## src/lswb_pkg.sv

```systemverilog
// lswb_pkg: request/result structs, result kind codes and constants
// for the LRU sector write buffer. No dependencies.
`default_nettype none
package lswb_pkg;

  localparam int PAGE_SECTORS = 8;
  localparam int PAGE_BITS    = 24;
  localparam int SEC_CW       = $clog2(PAGE_SECTORS + 1);
  localparam int SEC_IW       = (PAGE_SECTORS > 1) ? $clog2(PAGE_SECTORS) : 1;

  localparam logic [23:0] PAGE_MASK = 24'(((64'd1 << PAGE_BITS) - 64'd1) & 64'hffffffff);
  localparam logic [7:0]  SECT_ALL  = 8'(~(32'hffffffff << PAGE_SECTORS));

  localparam logic [1:0] KIND_WB    = 2'd0;
  localparam logic [1:0] KIND_READ  = 2'd1;
  localparam logic [1:0] KIND_WDONE = 2'd2;

  typedef struct packed {
    logic        req_type;
    logic [23:0] page_number;
    logic [7:0]  sector_mask;
  } lswb_req_t;

  typedef struct packed {
    logic [1:0]  kind;
    logic [23:0] out_page;
    logic [7:0]  out_mask;
    logic [3:0]  hit_count;
    logic        last;
  } lswb_res_t;

  function automatic logic [3:0] pop8(input logic [7:0] v);
    logic [3:0] n;
    n = 4'd0;
    for (int i = 0; i < 8; i++) begin
      n = n + 4'(v[i]);
    end
    return n;
  endfunction

endpackage
`default_nettype wire

```

## src/lswb_out_reg.sv

```systemverilog
// lswb_out_reg: result output register with valid/stall handshake.
// Depends on lswb_pkg for the result struct.
`default_nettype none
module lswb_out_reg
  import lswb_pkg::*;
(
  input  wire logic      clk,
  input  wire logic      rst_n,
  input  wire logic      ld,
  input  wire lswb_res_t ld_res,
  input  wire logic      out_stall,
  output logic           out_valid,
  output lswb_res_t      out_res,
  output logic           free
);

  logic      valid_r;
  lswb_res_t res_r;

  always_ff @(posedge clk) begin
    if (!rst_n) begin
      valid_r <= 1'b0;
    end else if (ld) begin
      valid_r <= 1'b1;
    end else if (!out_stall) begin
      valid_r <= 1'b0;
    end
  end

  always_ff @(posedge clk) begin
    if (ld) begin
      res_r <= ld_res;
    end
  end

  assign out_valid = valid_r;
  assign out_res   = res_r;
  assign free      = !valid_r || !out_stall;

endmodule
`default_nettype wire

```

## config.mk

```make
export PLATFORM = sky130hd
export DESIGN_NAME = lswb_out_reg
export DESIGN_NICKNAME = d
export VERILOG_FILES = /design/src/lswb_pkg.sv /design/src/lswb_out_reg.sv
export SDC_FILE = /design/constraint.sdc
export NUM_CORES = 1
export LEC_CHECK = 0
export ABC_AREA = 0
export BUFFER_PORTS_ARGS = -buffer_cell sky130_fd_sc_hd__buf_4
export CAP_MARGIN = 20
export CORE_MARGIN = 2
export CORE_UTILIZATION = 36
export DETAILED_ROUTE_END_ITERATION = 7
export PLACE_DENSITY = 0.84
export RECOVER_POWER = 100
export SLEW_MARGIN = 0
export SYNTH_ARGS = -nofsm -noshare
export SYNTH_HDL_FRONTEND = slang
export SYNTH_SLANG_ARGS = --single-unit
export TNS_END_PERCENT = 20
```

## constraint.sdc

```tcl
create_clock -name clk -period 0.8 [get_ports clk]
set_input_delay 0.04 -clock clk [delete_from_list [all_inputs] [get_ports clk]]
set_output_delay 0.04 -clock clk [all_outputs]
set_load 0.05 [all_outputs]
```

==> results.md <==
* Outcome: complete, but fails checks
* Violated checks: setup timing
* Dominant cell type by area after synthesis: edfxtp_1
* Hold slack final at 0.356 ns
* Ant. Diodes at 0
* Tcrit/Tclk final at 122%
* Top cells by count, synth: edfxtp_1 (39), a21oi_1 (1), dfxtp_1 (1), nand2_1 (1), nor2b_1 (1)
* Layout cell share with drive strength beyond 1 at 51.7%
* Post-synthesis sequential area ratio at 98.8%
* Mean routed wirelength per cell at 14.3 um
* Max H-tree Level at 2
* Cell with the most instances after synthesis: edfxtp_1
* Ports at 84
* Iter 0 DRT Violations at 19
* CP max FO at 1
* DRT antenna net count at 0
* IO Port Bufs at 83
* Die Ht at 61.9 um
* Die width at 61.9 um
* Largest net degree at the start of global routing at 23
* Fmax at 1030 MHz
* Synth top area share at 97.1%
* Startpoint Class: register
* Synth top area cells: edfxtp_1 (97%), dfxtp_1 (1.7%), nor2b_1 (0.52%), a21oi_1 (0.41%), nand2_1 (0.31%)
* Die area at 3830 sq um
* Synth warn at 0
* Total Routing Usage GR at 16.9%
* Area Growth Syn to Fin at 108%
* DRC at 0
* Final hold vios at 0
* Cells after Synth at 43
* Largest family of logic cells by synthesized area: simple AND/OR/NAND/NOR gates
* CTS Root Cell: clkbuf_4
* Synthesized net count at 86
* Final setup margin at -0.174 ns
* First-pass GRT wire length at 4.38 mm
* Leak Pwr at 1.04 nW
* WP data required at 0.76 ns
* Unique cell type count in the Yosys netlist at 5
* HP Class: in -> reg
* Routability cong. at 0.593
* Synth Area in Compound Gates at 0.415%
* Register bit count reported by yosys at 40
* Cells along the critical path: buf_6
* Slowest stage delay, CP at 0.42 ns
* Synth async-reset ratio at 0%
* Layout fillers at 211
* Max-cap violation count at 0
* 1st-pass router iterations at 2
* Initial core utilization at 36.7%
* Clock Sinks at 40
* Avg Inst Size Synth at 28.1 sq um
* Final wirelength at 3.17 mm
* XOR/XNOR Fraction of Synth Area at 0%
* EDFF count, synth at 39
* Pwr Total at 0.00476 W
* Pins Over Slew Limit at 0
* Adder-Cell Fraction of Synth Area at 0%
* Inserted Clock Buffers at 5
* Worst vdd ir at 1.26 mV
* Clk slew on worst S/H paths at 0.11 ns
* Via density at 4.22
* CP Capture Type: output port
* Reg area at 1190 sq um
* Clk buf depth at 2
* Initial antenna violation count at 0
* Overflow after GRT at 0
* Row cnt at 21
* Synthesized cell area at 1210 sq um
* Buf+Inv Stages, Crit Path at 1
* Synth Area in Simple Gates at 0.830%
* WP data arrival at 0.93 ns
* Max transition margin at 63.8%
* Number of global-route vias before repair at 941
* Crit-path slowest cell: edfxtp_1
* Multiplexer area fraction after synthesis at 0%
* WS Path Type: reg -> out
* Clock Latency Late Sink at 0.33 ns
* Multi-input gate area at 17.5 sq um
* Post-Route Setup TNS at -5.60 ns
* Final setup viols at 41
* Delay-heaviest family, CP: flip-flops
* Slew @ Worst Pin at 0.543 ns
* Min Tclk post-route at 0.974 ns
* Clock tree from TritonCTS: built
* Layout Skew at 0 ns
* CORE AREA at 3280 sq um
* RSZ-0062 raised after global routing: yes
* Via Count at 937
* Synth Flop Type: edfxtp_1
* PD cells at 1900 nW/um^2
* Post-layout nets at 219
==> layout by cell type, fill, tap and decap left out, types with 2 or more instances in the layout <==
| cell type | count |
|---|---|
| buf_6 | 41 |
| clkbuf_2 | 2 |
| dlygate4sd3_1 | 41 |
| clkinv_1 | 2 |
| clkbuf_4 | 45 |
| edfxtp_1 | 39 |
==> area by class of cell <==
class	count	share of cell area (%)
repair buffers	126	47.6
well taps	46	2.30
clock inverters	2	0.300
clock buffers	5	1.50
flip-flops and latches	40	47.6
multi-input cells	3	0.699
==> path summary, 6_finish.rpt <==
path               start     endpoint  slack, ns  depth (start not counted)
max reg2reg    out_valid    out_valid       0.14                          2
min                   ld  out_res[32]       0.36                          2
max          out_res[21]  out_res[21]      -0.17                          1
min reg2reg    out_valid    out_valid       0.58                          2
==> cells by family after synthesis <==
kind of cell,Yosys count
flip-flops,40
AO/OA/AOI/OAI,1
AND/OR/NAND/NOR,2
==> metal layers <==
layer	track usage (%)	vias to the layer above	wire length [um]
met5	0	-	0
met2	32.0	55	1800
li1	-	436	-
met1	16.4	443	1040
met3	7.87	3	306
met4	4.56	0	29
==> per-stage QoR <==
| stage | setup WS, ns | instance area, sq um | cells | utilization (%) |
|---|---|---|---|---|
| after floorplan | 0.0297 | 1210 | 43 | - |
| after detailed placement | 0.161 | 1930 | 174 | 58.8 |
| final | -0.174 | 2510 | 222 | 76.3 |
| after global placement | 0.177 | 1930 | 174 | 58.8 |
| after CTS | -0.179 | 2540 | 222 | 77.3 |
| after global routing | -0.212 | 2510 | 222 | 76.3 |
==> where the power goes <==
part	internal, W	switching (W)	leakage [nW]
logic	0.000550	0.000739	0.623
registers	0.00248	0.0000756	0.390
clock network	0.000307	0.000606	0.0261
total	0.00334	0.00142	1.04
==> state kept, by name, indices dropped and copies added, names as in the netlist <==
name       flops
out_res       39
out_valid      1
==> repair_timing <==
item	in CTS	in global routing
gates cloned	0	0
endpoints found under the setup margin	41	41
endpoints found under the hold margin	40	0
hold buffers	41	0
buffers inserted	0	0
resized for setup	41	0
No activity file was read; power rests on OpenSTA's default activity.
